**config.mk**
```make
export PLATFORM = sky130hd
export DESIGN_NAME = bsmp_ctrl
export DESIGN_NICKNAME = d
export VERILOG_FILES = /design/src/rtl/core/bsmp_pkg.sv /design/src/rtl/core/bsmp_ctrl.sv
export SDC_FILE = /design/constraint.sdc
export NUM_CORES = 1
export LEC_CHECK = 0
export ABC_AREA = 0
export CORE_MARGIN = 4
export CORE_UTILIZATION = 40
export CTS_BUF_LIST = sky130_fd_sc_hd__clkbuf_8
export DETAILED_ROUTE_END_ITERATION = 8
export DONT_BUFFER_PORTS = 1
export REMOVE_ABC_BUFFERS = 1
export SYNTH_ARGS = -nofsm -noshare
export SYNTH_HDL_FRONTEND = slang
export SYNTH_SLANG_ARGS = --single-unit
```
**constraint.sdc**
```tcl
create_clock -name clk -period 1.7 [get_ports clk]
set_input_delay 0.255 -clock clk [delete_from_list [all_inputs] [get_ports clk]]
set_output_delay 0.255 -clock clk [all_outputs]
set_load 0.05 [all_outputs]
```
**src/rtl/core/bsmp_pkg.sv**
```systemverilog
// Shared types, register codes and helpers of the bond-slip material point core.
// No dependencies; every other file of the core imports this package.
package bsmp_pkg;

  localparam int IDX_W      = 10;
  localparam int SLIP_W     = 32;
  localparam int CFG_W      = 31;
  localparam int CFG_IDX_W  = 3;
  localparam int CFG_DATA_W = 32;

  localparam logic [CFG_IDX_W-1:0] CFG_PEAK_STRESS     = 3'd0;
  localparam logic [CFG_IDX_W-1:0] CFG_RESIDUAL_STRESS = 3'd1;
  localparam logic [CFG_IDX_W-1:0] CFG_PEAK_SLIP       = 3'd2;
  localparam logic [CFG_IDX_W-1:0] CFG_RESIDUAL_SLIP   = 3'd3;
  localparam logic [CFG_IDX_W-1:0] CFG_PENALTY         = 3'd4;

  localparam logic [CFG_W-1:0] RST_PEAK_STRESS     = 31'd65536;
  localparam logic [CFG_W-1:0] RST_RESIDUAL_STRESS = 31'd0;
  localparam logic [CFG_W-1:0] RST_PEAK_SLIP       = 31'd65536;
  localparam logic [CFG_W-1:0] RST_RESIDUAL_SLIP   = 31'd131072;
  localparam logic [CFG_W-1:0] RST_PENALTY         = 31'd65536;

  typedef enum logic [4:0] {
    OP_NONE,
    OP_LOAD,
    OP_CLEAR,
    OP_MOD_STEP,
    OP_MEM_RD,
    OP_SLIP,
    OP_MUL_NORM,
    OP_SET_NORM,
    OP_MUL_RISE,
    OP_MUL_SOFT,
    OP_MUL_TOP,
    OP_DIV,
    OP_ENV_RISE,
    OP_ENV_SOFT,
    OP_ENV_RES,
    OP_SLOPE_RISE,
    OP_SLOPE_SOFT,
    OP_STRESS_UNL,
    OP_TAN_UNL,
    OP_OUT
  } dp_op_t;

  typedef enum logic [1:0] {
    NUM_PROD,
    NUM_P_SHIFT,
    NUM_PR_SHIFT,
    NUM_TOP_SHIFT
  } num_sel_t;

  typedef enum logic [1:0] {
    DEN_PS,
    DEN_SOFT,
    DEN_SLIP
  } den_sel_t;

  typedef enum logic [1:0] {
    REG_RISE,
    REG_SOFT,
    REG_RES
  } region_t;

  typedef struct packed {
    dp_op_t   op;
    num_sel_t num_sel;
    den_sel_t den_sel;
  } dp_cmd_t;

  typedef struct packed {
    logic    mod_last;
    logic    clr_last;
    logic    div_done;
    logic    unload;
    region_t region;
  } dp_sts_t;

  function automatic logic signed [31:0] sat32(input logic signed [65:0] v);
    logic signed [31:0] res;
    if (v > 66'sd2147483647) begin
      res = 32'sh7FFFFFFF;
    end else if (v < -66'sd2147483648) begin
      res = 32'sh80000000;
    end else begin
      res = v[31:0];
    end
    return res;
  endfunction

endpackage

```
**src/rtl/core/bsmp_ctrl.sv**
```systemverilog
// Controller: sequences the clearing pass and the steps of one item through
// the datapath by commands. Uses bsmp_pkg.
module bsmp_ctrl
  import bsmp_pkg::*;
(
  input  logic    clk,
  input  logic    rst_n,
  input  logic    start,
  output logic    busy,
  output logic    out_valid,
  output dp_cmd_t cmd,
  input  dp_sts_t sts
);

  typedef enum logic [4:0] {
    ST_CLEAR,
    ST_IDLE,
    ST_MOD,
    ST_RD,
    ST_SLIP,
    ST_MULN,
    ST_NORM,
    ST_ENV_MUL,
    ST_ENV_RES,
    ST_DIV_V,
    ST_WAIT_V,
    ST_DIV_S,
    ST_WAIT_S,
    ST_UNL_MUL,
    ST_UNL_DIV_S,
    ST_UNL_WAIT_S,
    ST_UNL_DIV_T,
    ST_UNL_WAIT_T,
    ST_OUT
  } state_t;

  state_t state_r, state_nxt;
  logic   out_valid_nxt;
  logic   rise;

  assign rise = (sts.region == REG_RISE);

  always_comb begin
    state_nxt     = state_r;
    out_valid_nxt = 1'b0;
    cmd.op        = OP_NONE;
    cmd.num_sel   = NUM_PROD;
    cmd.den_sel   = rise ? DEN_PS : DEN_SOFT;
    unique case (state_r)
      ST_CLEAR: begin
        cmd.op = OP_CLEAR;
        if (sts.clr_last) state_nxt = ST_IDLE;
      end
      ST_IDLE: begin
        if (start) begin
          cmd.op    = OP_LOAD;
          state_nxt = ST_MOD;
        end
      end
      ST_MOD: begin
        cmd.op = OP_MOD_STEP;
        if (sts.mod_last) state_nxt = ST_RD;
      end
      ST_RD: begin
        cmd.op    = OP_MEM_RD;
        state_nxt = ST_SLIP;
      end
      ST_SLIP: begin
        cmd.op    = OP_SLIP;
        state_nxt = ST_MULN;
      end
      ST_MULN: begin
        cmd.op    = OP_MUL_NORM;
        state_nxt = ST_NORM;
      end
      ST_NORM: begin
        cmd.op    = OP_SET_NORM;
        state_nxt = (sts.region == REG_RES) ? ST_ENV_RES : ST_ENV_MUL;
      end
      ST_ENV_RES: begin
        cmd.op    = OP_ENV_RES;
        state_nxt = sts.unload ? ST_UNL_MUL : ST_OUT;
      end
      ST_ENV_MUL: begin
        cmd.op    = rise ? OP_MUL_RISE : OP_MUL_SOFT;
        state_nxt = ST_DIV_V;
      end
      ST_DIV_V: begin
        cmd.op    = OP_DIV;
        state_nxt = ST_WAIT_V;
      end
      ST_WAIT_V: begin
        if (sts.div_done) begin
          cmd.op    = rise ? OP_ENV_RISE : OP_ENV_SOFT;
          state_nxt = sts.unload ? ST_UNL_MUL : ST_DIV_S;
        end
      end
      ST_DIV_S: begin
        cmd.op      = OP_DIV;
        cmd.num_sel = rise ? NUM_P_SHIFT : NUM_PR_SHIFT;
        state_nxt   = ST_WAIT_S;
      end
      ST_WAIT_S: begin
        if (sts.div_done) begin
          cmd.op    = rise ? OP_SLOPE_RISE : OP_SLOPE_SOFT;
          state_nxt = ST_OUT;
        end
      end
      ST_UNL_MUL: begin
        cmd.op    = OP_MUL_TOP;
        state_nxt = ST_UNL_DIV_S;
      end
      ST_UNL_DIV_S: begin
        cmd.op      = OP_DIV;
        cmd.den_sel = DEN_SLIP;
        state_nxt   = ST_UNL_WAIT_S;
      end
      ST_UNL_WAIT_S: begin
        if (sts.div_done) begin
          cmd.op    = OP_STRESS_UNL;
          state_nxt = ST_UNL_DIV_T;
        end
      end
      ST_UNL_DIV_T: begin
        cmd.op      = OP_DIV;
        cmd.num_sel = NUM_TOP_SHIFT;
        cmd.den_sel = DEN_SLIP;
        state_nxt   = ST_UNL_WAIT_T;
      end
      ST_UNL_WAIT_T: begin
        if (sts.div_done) begin
          cmd.op    = OP_TAN_UNL;
          state_nxt = ST_OUT;
        end
      end
      ST_OUT: begin
        cmd.op        = OP_OUT;
        out_valid_nxt = 1'b1;
        state_nxt     = ST_IDLE;
      end
      default: state_nxt = ST_IDLE;
    endcase
  end

  always_ff @(posedge clk) begin
    if (!rst_n) begin
      state_r   <= ST_CLEAR;
      out_valid <= 1'b0;
    end else begin
      state_r   <= state_nxt;
      out_valid <= out_valid_nxt;
    end
  end

  assign busy = (state_r != ST_IDLE);

endmodule

```
==> metrics.csv, run 1 <==
metric,value,unit
antenna_left,0,
syn-mean-instance-area,7.31,sq um
synth_top_cell_by_area,dfxtp_1,
synth_top_area_share,13.9,%
number_of_drc_violations_after_detailed_routing_iteration_0,57,
dieHeight,54.4,um
numClockSinks,6,
routed_via_density,6.29,
critical-path-top-cell-by-count,buf_12,
violated_checks,negative setup slack,
detailroute.wirelength.met2,1.78,mm
power.combinational.fraction,76.3,%
setup.worst_path.class,reg -> out,
timing.max_cap.violations,0,
cell_area_synth,862,sq um
floorplan.initialDensity,43.1,%
tns,-1.48,ns
cts.reportedPaths.clkPinSlew,0.04,ns
postCtsHoldBufs,0,
internal_power,1.06,mW
number_of_setup_violations_in_the_final_report,12,
timing_hold_violations_final,0,
preCtsSetupSlack,-0.211,ns
synth_seq_cells,6,
crit_path_max_incr_delay,0.35,ns
timing.critical_path.from,state_r[0],
worst_slew_pin_slew,0.512,ns
area_growth,75.5,%
clock.fmax,508,MHz
routed-via-count,1183,
worstHoldPathType,in -> reg,
timing.final.crit_share,116,%
yosys_warnings,0,
setup_ws,-0.270,ns
final.min_clock_period,1.97,ns
worst_hold_slack_after_final_layout,0.155,ns
dpl_cell_area,1220,sq um
cts_inserted_buffers,3,
outcome,"complete, but fails checks",
met3_length,245,um
design_power_total,1.95,mW
worst_slew_margin_rel,65.8,%
final_cell_area,1510,sq um
share_seq_of_total_power,12.3,%
synthFlopType,dfxtp_1,
antennaDiodeCount,0,
grt_pass1_wl,5.58,mm
vdd_ir_drop_max,1.04,mV
start_kind,flip-flop,
netSwitchingFraction,45.9,%
post_route_cells_drive_above_1_share,50.9,%
core_area,2000,sq um
row_count,16,
antenna_violations_before_repair,0,
insertion_delay,0.23,ns
switching_pwr,0.895,mW
number_of_enable_type_register_cells_in_the_synthesized_netlist,0,
layout.cells.most_common,buf_4,
wl,3.58,mm
nets,172,
critPathSlowestCell,dfxtp_4,
drv_slew,0,
tritoncts,yes,
first_pass_iters,4,
critPathArrivalTime,1.72,ns
clock_tree.root_cell,clkbuf_8,
grt_setup_unrepaired,true,
gr_util_all_layers,26.7,%
clock-skew-final,0.00641,ns
floorplan.die.width,54.4,um
timing.critical_path.fanout_max,8,
critical_path.cell_chain,buf_12 -> and3b_1 -> o21ba_4 -> a311oi_4 -> o311ai_2 -> buf_12,
yosys-top-cells-area,"dfxtp_1 14%, nor2_1 6.1%, buf_2 5.2%, nand2_1 4.8%, a32oi_1 3.0%",
hold_path_startpoint,rst_n,
pin_count,20,
grt_start_max_net_pins,14,
p_leak,0.617,nW
die_area,2960,sq um
worstPathRequired,1.44,ns
r2r_start,state_r[0],
power-per-cell-area,1290,nW/um^2
place.detailed.hpwl,2.30,mm
met1_length,1.42,mm
p_clk_share,11.4,%
routed.top_layer,met4,
endpoint_kind,output pin,
vias_in_the_first_global_route,1154,
route.detailed.drc,0,
port-buffer-count,0,
synth_seq_area_share,13.9,%
grt_overflow,0,
synth-async-reset-ratio,0,%
layout.cells.most_common_list,"37 x buf_4, 12 x nor2_1, 12 x buf_6",
h-tree-depth,1,
routabilityCongestion,0.911,
count_of_unique_library_cells_instantiated_by_yosys,57,
synthesis.instances,118,
wl_per_cell,19.0,um
clk_path_buf_depth,2,
-- final cells by class --
type,count,area [sq um]
clock buffers,3,41.3
fillers,140,489
inverters,3,15.0
multi-input cells,97,813
flip-flops and latches,6,136
well taps,27,33.8
repair buffers,52,473
-- cell usage after synthesis (all sizes together) (2+ instances only) --
| cell | number |
|---|---|
| dfxtp | 6 |
| xnor2 | 2 |
| a21oi | 5 |
| o22ai | 2 |
| clkbuf | 2 |
| a211oi | 2 |
| nand3b | 2 |
| a32oi | 3 |
| nor4bb | 2 |
| nand2b | 3 |
| a21boi | 2 |
| and3b | 2 |
| nor3b | 2 |
| and2 | 2 |
| a2bb2oi | 2 |
| nor4b | 2 |
| nand2 | 11 |
| o21ai | 4 |
| buf | 10 |
| and3 | 2 |
| nor2 | 14 |
| inv | 3 |
| o311ai | 2 |
| nor2b | 3 |
-- layer usage --
metal | vias up | GRT usage [%]
met5 | - | 0
met2 | 70 | 43.8
met4 | 0 | 13.3
met3 | 14 | 4.63
li1 | 542 | -
met1 | 557 | 33.2
-- worst paths after layout --
kind,to,slack (ns),depth (start not counted)
hold / removal,out_valid,0.16,2
hold reg to reg,out_valid,0.81,4
setup / recovery,cmd[5],-0.27,6
setup reg to reg,state_r[0],-0.09,5
-- worst max-delay path: cells and delay by family, from the launching register on --
| family | cells | cell delay [ns] |
|---|---|---|
| AOI/OAI and AO/OA | 3 | 0.65 |
| DFF | 1 | 0.35 |
| buffers and inverters | 2 | 0.31 |
| and+or+nand+nor | 1 | 0.17 |
-- registers in the layout, indices dropped and copies added, names as in the netlist --
signal / count
state_r: 5
out_valid: 1
-- power by group through the flow --
stage          Sequential (mW)  Clock, mW  Combinational (mW)
2_1_floorplan            0.278          0               0.583
3_3_place_gp             0.224          0                1.17
3_5_place_dp             0.226          0                1.19
4_1_cts                  0.229      0.222                1.40
5_1_grt                  0.243      0.236                1.58
6_report                 0.240      0.222                1.49
-- cell families after synthesis --
family / after synthesis / synth area share (%)
and+or+nand+nor: 52 / 35.0
DFF: 6 / 13.9
xor gates and xnor gates: 3 / 3.05
muxes: 2 / 2.47
buffers and inverters: 15 / 7.84
AOI/OAI and AO/OA: 40 / 37.7
-- through the flow --
stage / utilization, % / instances
after floorplan: - / 106
after global placement: 61.1 / 178
after detailed placement: 61.1 / 178
after CTS: 73.1 / 188
after global routing: 75.6 / 188
final: 75.6 / 188
-- timing repair --
item | CTS | global route
gates resized for setup | 38 | 9
pin swaps | 6 | 5
endpoints found under the setup margin | 14 | 14
buffers inserted | 7 | 1
No activity file was read; power rests on OpenSTA's default activity.
==> run 2, diff against run 1 <==
==> constraint.sdc (replaced) <==
create_clock -name clk -period 2.1 [get_ports clk]
set_input_delay 0.315 -clock clk [delete_from_list [all_inputs] [get_ports clk]]
set_output_delay 0.315 -clock clk [all_outputs]
set_load 0.05 [all_outputs]
==> metrics.csv, run 2 (synthesis gave the netlist of run 1 again) <==
metric,value,unit,change
outcome,"finished, final reports clean",,"was complete, but fails checks"
routed-via-count,995,,was 1183
grt_overflow,0,,unchanged
pin_count,20,,unchanged
worstHoldPathType,in -> reg,,unchanged
dpl.cell_count,157,,was 178
top_reg_by_flops,state_r,,unchanged
cts.reportedPaths.clkPinSlew,0.04,ns,about the same
p_leak,0.445,nW,was 0.617 nW
clock-skew-final,0.00832,ns,was 0.00641 ns
worst_hold_slack_after_final_layout,0.214,ns,was 0.155 ns
dieHeight,54.4,um,unchanged
layout.cells.most_common,buf_4,,unchanged
layout.cells.most_common_list,"21 x buf_4, 13 x nor2_1, 11 x nand2_1",,"was 37 x buf_4, 12 x nor2_1, 12 x buf_6"
clock.fmax,490,MHz,
largest_register_ff_count,5,,unchanged
antennaDiodeCount,0,,unchanged
first_pass_iters,4,,unchanged
antenna_left,0,,unchanged
row_count,16,,unchanged
finish.cell_count_without_fillers,160,,was 188
clock_tree.root_cell,clkbuf_8,,unchanged
worst_slew_pin_slew,0.535,ns,was 0.512 ns
power-per-cell-area,1070,nW/um^2,was 1290 nW/um^2
drv_slew,0,,unchanged
insertion_delay,0.23,ns,about the same
place.detailed.hpwl,1.90,mm,was 2.30 mm
endpoint_kind,output pin,,unchanged
h-tree-depth,1,,unchanged
numClockSinks,6,,unchanged
routabilityCongestion,0.865,,was 0.911
floorplan.die.width,54.4,um,unchanged
antenna_violations_before_repair,0,,unchanged
timing.max_cap.violations,0,,unchanged
final.min_clock_period,2.04,ns,
setup.worst_path.class,reg -> out,,unchanged
wl_per_cell,16.3,um,was 19.0 um
preCtsSetupSlack,0.140,ns,was -0.211 ns
tritoncts,yes,,unchanged
largest_registers,"state_r: 5 flops, out_valid: 1 flops",,unchanged
wl,2.61,mm,was 3.58 mm
grt_start_max_net_pins,14,,unchanged
port-buffer-count,0,,unchanged
start_kind,flip-flop,,unchanged
vdd_ir_drop_max,0.794,mV,was 1.04 mV
grt_pass1_wl,4.29,mm,was 5.58 mm
design_power_total,1.22,mW,was 1.95 mW
worstPathRequired,1.78,ns,was 1.44 ns
cts_inserted_buffers,3,,unchanged
number_of_setup_violations_in_the_final_report,0,,was 12
area_growth,31.6,%,was 75.5%
gr_util_all_layers,19.5,%,was 26.7%
nets,144,,was 172
timing.critical_path.fanout_max,8,,unchanged
fillCellCount,193,,was 140
setup_ws,0.0588,ns,was -0.270 ns
post_route_cells_drive_above_1_share,30.8,%,was 50.9%
timing.final.crit_share,97.2,%,
critPathArrivalTime,1.73,ns,was 1.72 ns
worst_slew_margin_rel,64.2,%,was 65.8%
number_of_drc_violations_after_detailed_routing_iteration_0,48,,was 57
routed_via_density,6.22,,was 6.29
timing_hold_violations_final,0,,unchanged
core_area,2000,sq um,unchanged
route.detailed.drc,0,,unchanged
floorplan.initialDensity,43.1,%,unchanged
clk_path_buf_depth,2,,unchanged
die_area,2960,sq um,unchanged
vias_in_the_first_global_route,911,,was 1154
-- run 2: changes by cell type in the layout (fill, tap and decap cells not counted), moves of 2 or more --
cell | before | now
nor2_4 | 2 | 0
buf_6 | 12 | 1
buf_4 | 37 | 21
nor4b_4 | 2 | 0
nand2_1 | 8 | 11
nand2_2 | 3 | 0
dfxtp_4 | 4 | 1
dfxtp_2 | 1 | 4
-- run 2: layout make-up --
cell class	count	area (sq um)	area share, %
Clock buffer	3	41.3	3.64
Inverter	3	11.3	0.992
Multi-Input combinational cell	97	711	62.6
Sequential cell	6	129	11.4
Tap cell	27	33.8	2.98
Timing Repair Buffer	24	209	18.4
-- run 2: path summary, 6_finish.rpt --
check | startpoint | end | slack (ns) | cells past startpoint
worst max-delay path | state_r[0] | cmd[4] | 0.06 | 6
worst min-delay path | rst_n | out_valid | 0.21 | 2
worst max register to register | state_r[2] | state_r[0] | 0.28 | 5
worst min register to register | state_r[1] | out_valid | 0.68 | 3
-- run 2: metrics by stage --
| stage | cell area (sq um) | setup TNS [ns] | util [%] |
|---|---|---|---|
| 2_1_floorplan | 806 | -1.85 | - |
| 6_report | 1130 | 0 | 56.7 |
| 3_3_place_gp | 1050 | 0 | 52.6 |
| 4_1_cts | 1110 | 0 | 55.4 |
| 3_5_place_dp | 1050 | 0 | 52.6 |
| 5_1_grt | 1130 | -0.00184 | 56.7 |
-- run 2: worst max-delay path, cell delays in order (launching register included) --
cell and delay [ns]:
dfxtp_2 0.34, buf_6 0.14, nor3b_4 0.18, a22oi_1 0.13, o32a_1 0.32, o2111ai_2 0.16
buf_4 0.22
-- run 2: where the power goes --
part	internal [mW]	switching, mW
Sequential	0.138	0.0401
Clock	0.123	0.0532
Combinational	0.367	0.498
-- run 2: timing repair --
item / in CTS / in global routing
gates cloned: 0 / 0
setup buffers: 0 / 0
endpoints found under the setup margin: 4 / 2
gates resized for setup: 5 / 8
hold buffers: 0 / 0
-- run 2: metal layers --
metal,global-route usage (%),vias to the layer above,wire [um]
met5,0,-,0
met4,4.98,0,22
met3,3.27,2,204
met2,30.3,51,1200
met1,27.6,455,1180
li1,-,487,-
